[config.mk]
export PLATFORM = sky130hd
export DESIGN_NAME = integer_to_radix_text_core
export DESIGN_NICKNAME = d
export VERILOG_FILES = /design/src/rtl/itrt_pkg.sv /design/src/rtl/itrt_front.sv /design/src/rtl/itrt_back.sv /design/src/rtl/integer_to_radix_text_core.sv
export SDC_FILE = /design/constraint.sdc
export NUM_CORES = 1
export LEC_CHECK = 0
export BUFFER_PORTS_ARGS = -buffer_cell sky130_fd_sc_hd__buf_2
export CORE_ASPECT_RATIO = 0.6
export CORE_MARGIN = 2
export CORE_UTILIZATION = 67
export CTS_CLUSTER_SIZE = 10
export DETAILED_ROUTE_END_ITERATION = 6
export PLACE_DENSITY = 0.86
export SLEW_MARGIN = 20
export SYNTH_ARGS = -nofsm -noshare
export SYNTH_HDL_FRONTEND = slang
export SYNTH_SLANG_ARGS = --single-unit
[constraint.sdc]
create_clock -name clk -period 21.1 [get_ports clk]
set_input_delay 2.11 -clock clk [delete_from_list [all_inputs] [get_ports clk]]
set_output_delay 2.11 -clock clk [all_outputs]
set_load 0.005 [all_outputs]
[src/rtl/itrt_pkg.sv]
// Shared types, constants and helpers for the integer to radix text converter.
package itrt_pkg;

	localparam int NUM_BITS_DEF    = 32;
	localparam int VALUE_W         = 32;
	localparam int RADIX_W         = 5;
	localparam int FLAGS_W         = 2;
	localparam int CHAR_W          = 7;
	localparam int DIGIT_W         = 4;
	localparam int STEPS_PER_CYCLE = 8;
	localparam int QUEUE_DEPTH     = 2;

	localparam int FLAG_UNSIGNED = 0;
	localparam int FLAG_LOWER    = 1;

	localparam logic [RADIX_W-1:0] RADIX_MIN = 5'd2;
	localparam logic [RADIX_W-1:0] RADIX_MAX = 5'd16;

	localparam logic [DIGIT_W-1:0] DIGIT_TEN = 4'd10;

	localparam logic [CHAR_W-1:0] CH_MINUS   = 7'h2D;
	localparam logic [CHAR_W-1:0] CH_ZERO    = 7'h30;
	localparam logic [CHAR_W-1:0] CH_NINE    = 7'h39;
	localparam logic [CHAR_W-1:0] CH_UPPER_A = 7'h41;
	localparam logic [CHAR_W-1:0] CH_UPPER_F = 7'h46;
	localparam logic [CHAR_W-1:0] CH_LOWER_A = 7'h61;
	localparam logic [CHAR_W-1:0] CH_LOWER_F = 7'h66;

	// Classified item as it leaves the front queue (magnitude travels alongside)
	typedef struct packed {
		logic [RADIX_W-1:0] radix;
		logic               neg;
		logic               lower;
	} item_ctl_t;

	// One character offered by the back part
	typedef struct packed {
		logic              valid;
		logic [CHAR_W-1:0] ch;
		logic              last;
	} emit_t;

	typedef enum logic [2:0] {
		BK_IDLE,
		BK_DIV,
		BK_PRE,
		BK_SIGN,
		BK_EMIT
	} bk_state_t;

	function automatic logic [CHAR_W-1:0] digit_char(input logic [DIGIT_W-1:0] d,
		input logic lower);
		logic [CHAR_W-1:0] base_a;
		base_a = lower ? CH_LOWER_A : CH_UPPER_A;
		if (d < DIGIT_TEN) begin
			return CH_ZERO + CHAR_W'(d);
		end else begin
			return base_a + CHAR_W'(d - DIGIT_TEN);
		end
	endfunction

endpackage

[src/rtl/itrt_front.sv]
// Front part: accepts items, clamps radix, takes sign and magnitude, queues them.
module itrt_front import itrt_pkg::*; #(
	parameter int NUM_BITS = NUM_BITS_DEF
) (
	input  logic                clk,
	input  logic                arst_n,
	input  logic [VALUE_W-1:0]  value_bits,
	input  logic [RADIX_W-1:0]  radix,
	input  logic [FLAGS_W-1:0]  format_flags,
	input  logic                push,
	output logic                full,
	output logic                q_valid,
	output logic [NUM_BITS-1:0] q_mag,
	output item_ctl_t           q_ctl,
	input  logic                q_pop
);

	localparam int QPTR_W = (QUEUE_DEPTH > 1) ? $clog2(QUEUE_DEPTH) : 1;
	localparam int QCNT_W = $clog2(QUEUE_DEPTH + 1);

	logic [NUM_BITS-1:0] mag_q [QUEUE_DEPTH];
	item_ctl_t           ctl_q [QUEUE_DEPTH];
	logic [QPTR_W-1:0]   wr_ptr_q;
	logic [QPTR_W-1:0]   rd_ptr_q;
	logic [QCNT_W-1:0]   count_q;

	logic [NUM_BITS-1:0] word;
	logic [NUM_BITS-1:0] mag_c;
	item_ctl_t           ctl_c;
	logic                push_ok;
	logic                pop_ok;

	always_comb begin
		word = NUM_BITS'(value_bits);
		ctl_c.neg = !format_flags[FLAG_UNSIGNED] && word[NUM_BITS-1];
		ctl_c.lower = format_flags[FLAG_LOWER];
		if (radix < RADIX_MIN) begin
			ctl_c.radix = RADIX_MIN;
		end else if (radix > RADIX_MAX) begin
			ctl_c.radix = RADIX_MAX;
		end else begin
			ctl_c.radix = radix;
		end
		// most negative value negates to itself, read as unsigned it is right
		mag_c = ctl_c.neg ? (NUM_BITS'(0) - word) : word;
	end

	assign full    = (count_q == QCNT_W'(QUEUE_DEPTH));
	assign q_valid = (count_q != '0);
	assign push_ok = push && !full;
	assign pop_ok  = q_pop && q_valid;
	assign q_mag   = mag_q[rd_ptr_q];
	assign q_ctl   = ctl_q[rd_ptr_q];

	always_ff @(posedge clk or negedge arst_n) begin
		if (!arst_n) begin
			wr_ptr_q <= '0;
			rd_ptr_q <= '0;
			count_q  <= '0;
		end else begin
			if (push_ok) begin
				wr_ptr_q <= (wr_ptr_q == QPTR_W'(QUEUE_DEPTH - 1)) ? '0 : wr_ptr_q + 1'b1;
			end
			if (pop_ok) begin
				rd_ptr_q <= (rd_ptr_q == QPTR_W'(QUEUE_DEPTH - 1)) ? '0 : rd_ptr_q + 1'b1;
			end
			if (push_ok && !pop_ok) begin
				count_q <= count_q + 1'b1;
			end else if (pop_ok && !push_ok) begin
				count_q <= count_q - 1'b1;
			end
		end
	end

	always_ff @(posedge clk) begin
		if (push_ok) begin
			mag_q[wr_ptr_q] <= mag_c;
			ctl_q[wr_ptr_q] <= ctl_c;
		end
	end

endmodule

[src/rtl/itrt_back.sv]
// Back part: iterative divider filling the digit memory, then character sequencer.
module itrt_back import itrt_pkg::*; #(
	parameter int NUM_BITS = NUM_BITS_DEF
) (
	input  logic                clk,
	input  logic                arst_n,
	input  logic                q_valid,
	input  logic [NUM_BITS-1:0] q_mag,
	input  item_ctl_t           q_ctl,
	output logic                q_pop,
	output emit_t               emit,
	input  logic                emit_ready,
	output logic                idle
);

	localparam int PASSES = (NUM_BITS + STEPS_PER_CYCLE - 1) / STEPS_PER_CYCLE;
	localparam int PW     = PASSES * STEPS_PER_CYCLE;
	localparam int PASS_W = (PASSES > 1) ? $clog2(PASSES) : 1;
	localparam int IDX_W  = $clog2(NUM_BITS);
	localparam int CNT_W  = $clog2(NUM_BITS + 1);

	bk_state_t state_q, state_d;

	logic [DIGIT_W-1:0]  digit_mem [NUM_BITS];
	logic [PW-1:0]       dvd_q;
	logic [DIGIT_W-1:0]  rem_q;
	logic [PASS_W-1:0]   pass_q;
	logic [CNT_W-1:0]    cnt_q;
	logic [IDX_W-1:0]    idx_q;
	logic [DIGIT_W-1:0]  rd_q;
	logic [RADIX_W-1:0]  radix_q;
	logic                neg_q;
	logic                lower_q;

	logic [DIGIT_W:0]           part;
	logic [DIGIT_W-1:0]         rem_w;
	logic [STEPS_PER_CYCLE-1:0] qbits;
	logic [PW-1:0]              dvd_nx;
	logic                       last_pass;
	logic                       digits_done;
	logic                       mem_we;
	logic                       rd_en;
	logic [IDX_W-1:0]           rd_addr;
	logic                       load;

	// restoring division, STEPS_PER_CYCLE quotient bits a cycle, remainder stays narrow
	always_comb begin
		rem_w = rem_q;
		qbits = '0;
		part  = '0;
		for (int s = 0; s < STEPS_PER_CYCLE; s++) begin
			part = {rem_w, dvd_q[PW-1-s]};
			if (part >= radix_q) begin
				part = part - radix_q;
				qbits[STEPS_PER_CYCLE-1-s] = 1'b1;
			end
			rem_w = part[DIGIT_W-1:0];
		end
		dvd_nx      = (dvd_q << STEPS_PER_CYCLE) | PW'(qbits);
		last_pass   = (pass_q == PASS_W'(PASSES - 1));
		digits_done = (dvd_nx == '0) || (cnt_q == CNT_W'(NUM_BITS - 1));
	end

	always_ff @(posedge clk or negedge arst_n) begin
		if (!arst_n) begin
			state_q <= BK_IDLE;
		end else begin
			state_q <= state_d;
		end
	end

	always_comb begin
		state_d = state_q;
		q_pop   = 1'b0;
		load    = 1'b0;
		mem_we  = 1'b0;
		rd_en   = 1'b0;
		rd_addr = idx_q;
		emit    = '0;
		case (state_q)
			BK_IDLE: begin
				if (q_valid) begin
					q_pop   = 1'b1;
					load    = 1'b1;
					state_d = BK_DIV;
				end
			end
			BK_DIV: begin
				if (last_pass) begin
					mem_we = 1'b1;
					if (digits_done) begin
						state_d = BK_PRE;
					end
				end
			end
			BK_PRE: begin
				// fetch the most significant digit ahead of the sign
				rd_en   = 1'b1;
				state_d = neg_q ? BK_SIGN : BK_EMIT;
			end
			BK_SIGN: begin
				emit.valid = 1'b1;
				emit.ch    = CH_MINUS;
				emit.last  = 1'b0;
				if (emit_ready) begin
					state_d = BK_EMIT;
				end
			end
			BK_EMIT: begin
				emit.valid = 1'b1;
				emit.ch    = digit_char(rd_q, lower_q);
				emit.last  = (idx_q == '0);
				if (emit_ready) begin
					if (idx_q == '0) begin
						state_d = BK_IDLE;
					end else begin
						rd_en   = 1'b1;
						rd_addr = idx_q - 1'b1;
					end
				end
			end
			default: begin
				state_d = BK_IDLE;
			end
		endcase
	end

	always_ff @(posedge clk or negedge arst_n) begin
		if (!arst_n) begin
			pass_q <= '0;
			cnt_q  <= '0;
			idx_q  <= '0;
		end else if (load) begin
			pass_q <= '0;
			cnt_q  <= '0;
		end else if (state_q == BK_DIV) begin
			if (last_pass) begin
				pass_q <= '0;
				cnt_q  <= cnt_q + 1'b1;
				idx_q  <= cnt_q[IDX_W-1:0];
			end else begin
				pass_q <= pass_q + 1'b1;
			end
		end else if (state_q == BK_EMIT && emit_ready && idx_q != '0) begin
			idx_q <= idx_q - 1'b1;
		end
	end

	always_ff @(posedge clk) begin
		if (load) begin
			dvd_q   <= PW'(q_mag);
			rem_q   <= '0;
			radix_q <= q_ctl.radix;
			neg_q   <= q_ctl.neg;
			lower_q <= q_ctl.lower;
		end else if (state_q == BK_DIV) begin
			dvd_q <= dvd_nx;
			rem_q <= last_pass ? '0 : rem_w;
		end
	end

	always_ff @(posedge clk) begin
		if (mem_we) begin
			digit_mem[cnt_q[IDX_W-1:0]] <= rem_w;
		end
		if (rd_en) begin
			rd_q <= digit_mem[rd_addr];
		end
	end

	assign idle = (state_q == BK_IDLE);

endmodule

[src/rtl/integer_to_radix_text_core.sv]
// Integer to ASCII text converter in radix 2 to 16, one character per transaction.
// An item is a value word, a radix (clamped into 2..16) and two flags (unsigned, lowercase).
// Its text comes out most significant character first, with a leading minus sign for a
// negative signed value, and last_char marks the final character. A two-entry front queue
// takes new items while the back part works. The back part loads an item, then runs its
// divider over the whole word for each digit (8 quotient bits a cycle) and writes each digit
// to the digit memory, fetches the top digit from the digit memory, and then offers the
// characters one after another, holding while pop does not keep up.
module integer_to_radix_text_core import itrt_pkg::*; #(
	parameter int NUM_BITS = NUM_BITS_DEF
) (
	input  logic               clk,
	input  logic               arst_n,
	input  logic [VALUE_W-1:0] value_bits,
	input  logic [RADIX_W-1:0] radix,
	input  logic [FLAGS_W-1:0] format_flags,
	input  logic               push,
	output logic               full,
	output logic [CHAR_W-1:0]  text_char,
	output logic               last_char,
	output logic               empty,
	input  logic               pop
);

	logic                q_valid;
	logic [NUM_BITS-1:0] q_mag;
	item_ctl_t           q_ctl;
	logic                q_pop;
	emit_t               emit;
	logic                emit_ready;
	logic                bk_idle;

	logic                out_valid_q;
	logic [CHAR_W-1:0]   char_q;
	logic                last_q;

	itrt_front #(.NUM_BITS(NUM_BITS)) u_front (
		.clk          (clk),
		.arst_n       (arst_n),
		.value_bits   (value_bits),
		.radix        (radix),
		.format_flags (format_flags),
		.push         (push),
		.full         (full),
		.q_valid      (q_valid),
		.q_mag        (q_mag),
		.q_ctl        (q_ctl),
		.q_pop        (q_pop)
	);

	itrt_back #(.NUM_BITS(NUM_BITS)) u_back (
		.clk        (clk),
		.arst_n     (arst_n),
		.q_valid    (q_valid),
		.q_mag      (q_mag),
		.q_ctl      (q_ctl),
		.q_pop      (q_pop),
		.emit       (emit),
		.emit_ready (emit_ready),
		.idle       (bk_idle)
	);

	// output register: refill in the same cycle the held character is popped
	assign emit_ready = !out_valid_q || pop;

	always_ff @(posedge clk or negedge arst_n) begin
		if (!arst_n) begin
			out_valid_q <= 1'b0;
		end else if (emit.valid && emit_ready) begin
			out_valid_q <= 1'b1;
		end else if (pop) begin
			out_valid_q <= 1'b0;
		end
	end

	always_ff @(posedge clk) begin
		if (emit.valid && emit_ready) begin
			char_q <= emit.ch;
			last_q <= emit.last;
		end
	end

	assign empty     = !out_valid_q;
	assign text_char = char_q;
	assign last_char = last_q;

	a_minus_not_last: assert property (@(posedge clk) disable iff (!arst_n)
		(!empty && text_char == CH_MINUS) |-> !last_char)
		else $error("minus sign marked as last character");

	a_char_legal: assert property (@(posedge clk) disable iff (!arst_n)
		!empty |-> (text_char == CH_MINUS
			|| (text_char >= CH_ZERO && text_char <= CH_NINE)
			|| (text_char >= CH_UPPER_A && text_char <= CH_UPPER_F)
			|| (text_char >= CH_LOWER_A && text_char <= CH_LOWER_F)))
		else $error("character outside the digit set");

	a_handoff: assert property (@(posedge clk) disable iff (!arst_n)
		(q_valid && bk_idle) |=> !bk_idle)
		else $error("queued item not taken by idle back part");

endmodule
Yosys cells after proc, flatten, opt, wreduce, memory -nomap -nowiden

Memory sizes are Yosys's and may differ from the RTL's. A register that Yosys moved wholly into a read port is not among the register bits.
Cells that the tools add are included.

Register bits: 65
Memory bits (writable): 206
Bits of input ports: 43
Memories: 3

Memories:

| name             | depth | width | rd ports | clocked after memory_dff | write ports | line             | RTL |
|---|---|---|---|---|---|---|---|
| u_back.digit_mem | 32    | 4     | 1        | 1                        | 1           | itrt_back.sv:24  | `logic [DIGIT_W-1:0] digit_mem [NUM_BITS];` |
| u_front.mag_q    | 2     | 32    | 1        | 0                        | 1           | itrt_front.sv:21 | `logic [NUM_BITS-1:0] mag_q [QUEUE_DEPTH];` |
| u_front.ctl_q    | 2     | 7     | 1        | 1                        | 1           | itrt_front.sv:22 | `item_ctl_t ctl_q [QUEUE_DEPTH];` |

Add/subtract/negate cells: 19
Magnitude comparators: 11
Equal/unequal tests: 13
Muxes and demuxes: 62
Bitwise operators: 2
Reduce and logical (&&, ||, !) cells: 28

Operators with widths:

| cell                                                  | number |
|---|---|
| 2-to-1 mux 32 bit                                     | 3 |
| >= comparator 5 bit                                   | 8 |
| 2-to-1 mux 5 bit                                      | 8 |
| 2-to-1 mux 4 bit                                      | 9 |
| logical NOT 32 bit                                    | 1 |
| OR 32 x 8 -> 32 bit                                   | 1 |
| subtractor 1 x 32 -> 32 bit, first input constant     | 1 |
| subtractor 4 bit                                      | 8 |
| 2-to-1 mux 6 bit                                      | 4 |
| 2-to-1 mux 1 bit                                      | 22 |
| 2-to-1 mux 3 bit                                      | 7 |
| one-hot mux 9 bit (2 select lines)                    | 1 |
| one-hot mux 3 bit (5 select lines)                    | 1 |
| nonzero test 2 bit                                    | 6 |
| 2-to-1 mux 2 bit                                      | 5 |
| logical AND 1 bit                                     | 8 |
| inequality test 2 x 1 -> 1 bit, second input constant | 4 |
| adder 6 x 4 -> 7 bit, first input constant            | 1 |
| adder 7 bit                                           | 1 |
| 2-to-1 mux 7 bit                                      | 1 |
| adder 6 x 1 -> 6 bit, second input constant           | 1 |
| equality test 3 x 2 -> 1 bit, second input constant   | 2 |
| equality test 6 x 5 -> 1 bit, second input constant   | 1 |
| AND reduction 6 bit                                   | 1 |
| 21 further kinds                                      | 30 |

Depth between registers and ports, before layout

Depth in word-level cells: 22
Depth in mapped cells: 54

By module

From an unflattened synthesis, not the netlist that was laid out.

Cell total of the unflattened synthesis: 1,140
Area, all modules: 14,098.5 µm²

By module, submodules not included:

| module                     | instances | cells each | area each (µm²) |
|---|---|---|---|
| itrt_back                  | 1         | 876        | 10,020.9 |
| itrt_front                 | 1         | 251        | 3,779.9 |
| integer_to_radix_text_core | 1         | 13         | 297.8 |

Worst setup path after synthesis

No wires, ideal clock.

Path type: reg-to-reg
From: register u_back.radix_q[1] (read register of u_front.ctl_q)
To: memory u_back.digit_mem[0][1], data pin
Library setup time: 0.392 ns
Arrival time: 11.044 ns
Data required time: 20.708 ns
Path slack: 9.664 ns
Stages on the path, launching flop included: 46
Cell sequence: edfxtp_1 inv_1 ha_1 a21o_1 a21oi_1 o21ai_1 mux2_2 ha_1 a21oi_1 o21ai_1 mux2_2 inv_1 ha_1 a21o_1 a21oi_1 o21ai_1 mux2_2 inv_1 [... 10 more ...] inv_1 ha_1 a21oi_1 o21ai_1 mux2_2 inv_1 ha_1 nor2b_1 o21ai_0 and3b_1 o21ai_1 o21ai_0 inv_1 ha_1 a21o_1 a21oi_1 o21ai_1 mux2i_1

Word-level cells in the longest chain between the ends: 16
Elaborated cells between the ends (all ways): 24
Those cells by class: 8 x add/sub; 8 x order compare; 8 x mux

Ends and longest elaborated chain:

| item                                                           | line                             | RTL |
|---|---|---|
| start: declaration                                             | itrt_back.sv:31                  | `logic [RADIX_W-1:0] radix_q;` |
| subtractor 4 bit / >= comparator 5 bit (equally long branches) | itrt_back.sv:54, itrt_back.sv:53 |  |
| 2-to-1 mux 4 bit                                               | itrt_back.sv:53                  | `if (part >= radix_q) begin` |
| subtractor 4 bit / >= comparator 5 bit (equally long branches) | itrt_back.sv:54, itrt_back.sv:53 |  |
| 2-to-1 mux 4 bit                                               | itrt_back.sv:53                  |  |
| subtractor 4 bit / >= comparator 5 bit (equally long branches) | itrt_back.sv:54, itrt_back.sv:53 |  |
| 2-to-1 mux 4 bit                                               | itrt_back.sv:53                  |  |
| >= comparator 5 bit / subtractor 4 bit (equally long branches) | itrt_back.sv:53, itrt_back.sv:54 |  |
| 2-to-1 mux 4 bit                                               | itrt_back.sv:53                  |  |
| subtractor 4 bit / >= comparator 5 bit (equally long branches) | itrt_back.sv:54, itrt_back.sv:53 |  |
| 2-to-1 mux 4 bit                                               | itrt_back.sv:53                  |  |
| subtractor 4 bit / >= comparator 5 bit (equally long branches) | itrt_back.sv:54, itrt_back.sv:53 |  |
| 2-to-1 mux 4 bit                                               | itrt_back.sv:53                  |  |
| >= comparator 5 bit / subtractor 4 bit (equally long branches) | itrt_back.sv:53, itrt_back.sv:54 |  |
| 2-to-1 mux 4 bit                                               | itrt_back.sv:53                  |  |
| subtractor 4 bit / >= comparator 5 bit (equally long branches) | itrt_back.sv:54, itrt_back.sv:53 |  |
| 2-to-1 mux 4 bit (*)                                           | itrt_back.sv:53                  |  |
| net u_back.part[1]                                             | itrt_back.sv:35                  | `logic [DIGIT_W:0] part;` |
| end: declaration                                               | itrt_back.sv:24                  |  |

The timed path passes the listed nets; every way through them passes the cells marked *.

Final worst setup path

From: register u_back.radix_q[1] (read register of u_front.ctl_q)
To: register u_back.state_q[2]

Word-level cells in the longest chain between the ends: 21
Elaborated cells between the ends (all ways): 35
Those cells by class: 7 x add/sub; 8 x order compare; 1 x eq/ne; 15 x mux; 1 x bitwise; 3 x reduce/logical

Ends and longest elaborated chain:

| item                                                           | line                             | RTL |
|---|---|---|
| subtractor 4 bit / >= comparator 5 bit (equally long branches) | itrt_back.sv:54, itrt_back.sv:53 |  |
| 2-to-1 mux 4 bit                                               | itrt_back.sv:53                  |  |
| subtractor 4 bit / >= comparator 5 bit (equally long branches) | itrt_back.sv:54, itrt_back.sv:53 |  |
| 2-to-1 mux 4 bit                                               | itrt_back.sv:53                  |  |
| subtractor 4 bit / >= comparator 5 bit (equally long branches) | itrt_back.sv:54, itrt_back.sv:53 |  |
| 2-to-1 mux 4 bit                                               | itrt_back.sv:53                  |  |
| >= comparator 5 bit / subtractor 4 bit (equally long branches) | itrt_back.sv:53, itrt_back.sv:54 |  |
| 2-to-1 mux 4 bit                                               | itrt_back.sv:53                  |  |
| [... 5 more ...]                                               | -                                |  |
| 2-to-1 mux 4 bit                                               | itrt_back.sv:53                  |  |
| >= comparator 5 bit                                            | itrt_back.sv:53                  |  |
| 2-to-1 mux 1 bit                                               | itrt_back.sv:53                  |  |
| OR 32 x 8 -> 32 bit (*)                                        | itrt_back.sv:59                  | `dvd_nx = (dvd_q << STEPS_PER_CYCLE) \| PW'(qbits);` |
| logical NOT 32 bit (*)                                         | itrt_back.sv:61                  | `digits_done = (dvd_nx == '0) \|\| (cnt_q == CNT_W'(NUM_BITS - 1));` |
| logical OR 1 bit (*)                                           | itrt_back.sv:61                  |  |
| inequality test 2 x 1 -> 1 bit (no source line) (*)            | -                                |  |
| AND reduction 6 bit (no source line) (*)                       | -                                |  |
| end signal: assignment                                         | itrt_back.sv:68                  | `state_q <= state_d;` |
| end: declaration                                               | itrt_back.sv:22                  | `bk_state_t state_q, state_d;` |

Every way passes the cells marked *; elsewhere a longest branch is shown, timed or not.
A chain may end at the register's enable or synchronous reset.

==> flow_summary.yaml <==
run_status:
  status: "completed"
synthesis:
  synth_flop_cell: "edfxtp_1"
  synth-seq-cells: 282
  synth-async-reset-ratio: 0.0745
  synth.distinct_cells: 66
  synth-seq-area-share: 0.591
  syn_inst: 1102
  syn_avg_cell_area_um2: 12.8
  yosysWarnings: 0
  synth-edff-count: 257
  netlist.area_leader.share: 0.548
  synth.top_cells.by_area: "edfxtp_1, mux2i_1, ha_1"
  syn_area_um2: 14100
  synth_top_cell_by_area: "edfxtp_1"
  postSynthNetCount: 1207
route:
  vias: 9594
  drt-initial-drc-count: 1384
  drc: 0
  detail_route.wl_per_cell_um: 22.5
  dr.pass1.iters: 6
  ant_nets: 0
  routed_wl_um: 32900
  avgViaCountPerCell: 6.57
timing:
  maxSlewViolCount: 0
  setup_viol: 0
  period_share: 0.623
  relSlewSlack: 0.354
  rsz0062_at_grt: "no"
  timing.final.crit_period_ns: 13.15
  hold_violations: 0
  tns_ns: 0
  tightest_slew_ns: 0.969
  fin_skew_ns: 0.0130
  fmax_mhz: 76.1
power:
  leakage_nw: 5.83
  p_int_uw: 988
  pwr-share-seq: 0.524
  p_sw_uw: 282
  switching_share: 0.222
  p_comb_frac: 0.059
  clkPwrFrac: 0.418
  ir_drop_uv: 62.1
  powerDensity_nw_per_um2: 81.4
  finalPower_mw: 1.27
flow_run:
  cap_violations: 0
finish:
  layout.nets: 1260
  final_cell_mix: "edfxtp_1, nor2_1, a21oi_1, mux2i_1, ha_1"
  layout_commonest_cell: "edfxtp_1"
  fillers: 1285
  final_layout_size_suffix_gt1_frac: 0.135
  area_delta_synth_final_pct: 10.9
global_route:
  grt_max_degree: 78
  grt_overflow: 0
  antenna_found_initial: 1
  gr-usage-all-layers: 0.304
  grt_pass1_vias: 9138
  grt_pass1_wl_um: 50800
clock_tree:
  post_cts_buffers: 0
  cts_max_path_buffers: 3
  root_buffer: "clkbuf_16"
  cts_hold_buf: 0
  clk_pin_slew_worst_paths_ns: 0.05
  cts_tree: "yes"
  clock_latency_ns: 0.52
  cts.sink_count: 282
  cts_buffers: 34
  post_cts_resized: 0
  cts_htree_levels: 2
critical_path:
  slowest_stage: "edfxtp_1"
  path_max_fanout: 9
  worstSetupEndpointType: "flip-flop"
  cpMostUsedCell: "ha_1"
  path_class: "reg2reg"
  cp_slowest_stage_delay_ns: 0.71
  cp.arrival_ns: 13.54
  cp.required_ns: 21.49
  cp-start-kind: "flip-flop"
die:
  initial_core_util: 0.676
  dieHeight_um: 116
  die_area_um2: 22200
  row_count: 41
  die_w_um: 191
  ios: 53
  core-area_um2: 20800
placement:
  gp_congestion: 0.886
  dpl.hpwl_um: 21700
  portBuffers: 52
worst_hold_path:
  worstHoldPathType: "reg2reg"
final cells by class:
| class | count | area, um^2 | area share |
|---|---|---|---|
| well taps | 279 | 349 | 0.0224 |
| repair buffers | 62 | 355 | 0.0228 |
| inverters | 49 | 184 | 0.0118 |
| flip-flops and latches | 282 | 8320 | 0.533 |
| clock buffers | 58 | 962 | 0.0617 |
| multi-input cells | 726 | 5390 | 0.345 |
| diodes | 1 | 2.50 | 0.000160 |
| clock inverters | 4 | 41.3 | 0.00265 |
cell usage after synthesis, types with 6 or more instances:
cell         n
a21oi_1     92
clkbuf_1    35
xor2_1      27
o21ai_0     25
o22ai_1      8
nor3_1      18
a21o_1      19
dfrtp_1     21
mux4_2      12
or3_1        9
ha_1        54
nand4_1      6
a31oi_1     11
fa_1         8
mux2_2      30
nor4_1      16
mux2i_1     73
xnor2_1     32
nand2b_1    19
nor2_1     116
nand3_1      9
o21ai_1      8
nor2b_1      6
a2111oi_0    6
a311oi_1     9
inv_1       47
a22o_1       6
nand2_1     51
edfxtp_1   257
power groups by stage:
stage / Combinational [mW] / Sequential [mW] / Clock (mW)
3_5_place_dp: 0.0673 / 0.675 / 0
2_1_floorplan: 0.0407 / 0.672 / 0
6_report: 0.0745 / 0.665 / 0.530
4_1_cts: 0.0693 / 0.665 / 0.534
3_3_place_gp: 0.0647 / 0.673 / 0
5_1_grt: 0.0802 / 0.667 / 0.559
cell families after synthesis:
logic type / after synthesis / synth area share
fa+ha+maj: 62 / 0.0594
simple gates: 276 / 0.0942
mux: 115 / 0.0951
flops: 282 / 0.591
xor+xnor: 59 / 0.0367
buf+inv: 94 / 0.0278
compound gates: 214 / 0.0953
worst max-delay path, delay by kind of cell (launching register included):
family / cells / cell delay, ns
AOI/OAI and AO/OA: 25 / 6.15
adders and majority gates: 8 / 2.30
buffers and inverters: 7 / 0.78
DFF: 1 / 0.71
muxes: 6 / 2.25
and+or+nand+nor: 4 / 0.81
worst paths after layout:
| path | to | slack, ns | cells after the start | startpoint |
|---|---|---|---|---|
| setup / recovery | u_back.state_q[2] | 7.95 | 50 | u_back.radix_q[1] |
| hold / removal | u_back.rem_q[3] | 0.51 | 1 | u_back.rem_q[3] |
| min in group asynchronous | out_valid_q | 1.58 | 1 | arst_n |
| max in group asynchronous | u_front.rd_ptr_q | 19.13 | 1 | arst_n |
| setup reg to reg | u_back.state_q[2] | 7.95 | 50 | u_back.radix_q[1] |
| hold reg to reg | u_back.rem_q[3] | 0.51 | 1 | u_back.rem_q[3] |
sequential cells by signal (all words and copies together), names as in the netlist, 2 cells and up:
name	cells
u_back.digit_mem	128
u_front.mag_q	64
u_back.dvd_q	32
u_front.ctl_q	14
text_char	7
u_back.cnt_q	6
u_back.idx_q	5
u_back.radix_q	5
u_back.rd_q	4
u_back.rem_q	4
u_back.state_q	3
u_back.pass_q	2
u_front.count_q	2
through the flow:
stage / worst slack [ns] / hold WS (ns) / instance area [um^2] / std cells / util
global route: 6.90 / 0.513 / 15600 / 1461 / 0.749
finish: 7.95 / 0.514 / 15600 / 1461 / 0.749
floorplan: 9.66 / 0.454 / 14100 / 1102 / -
global placement: 8.61 / 0.487 / 14600 / 1397 / 0.700
CTS: 8.14 / 0.507 / 15600 / 1459 / 0.748
detailed placement: 8.19 / 0.496 / 14600 / 1397 / 0.700
routing by layer:
layer  vias up  wire length [um]  GRT usage  part of all wire
met3        83              4080     0.0802              0.12
met2       614             14000      0.436              0.42
met1      4640             14100      0.464              0.43
met4         0               685     0.0800             0.021
met5         -                 0          0                 0
li1       4257                 -          -                 -
(Power assumes the default switching activity.)
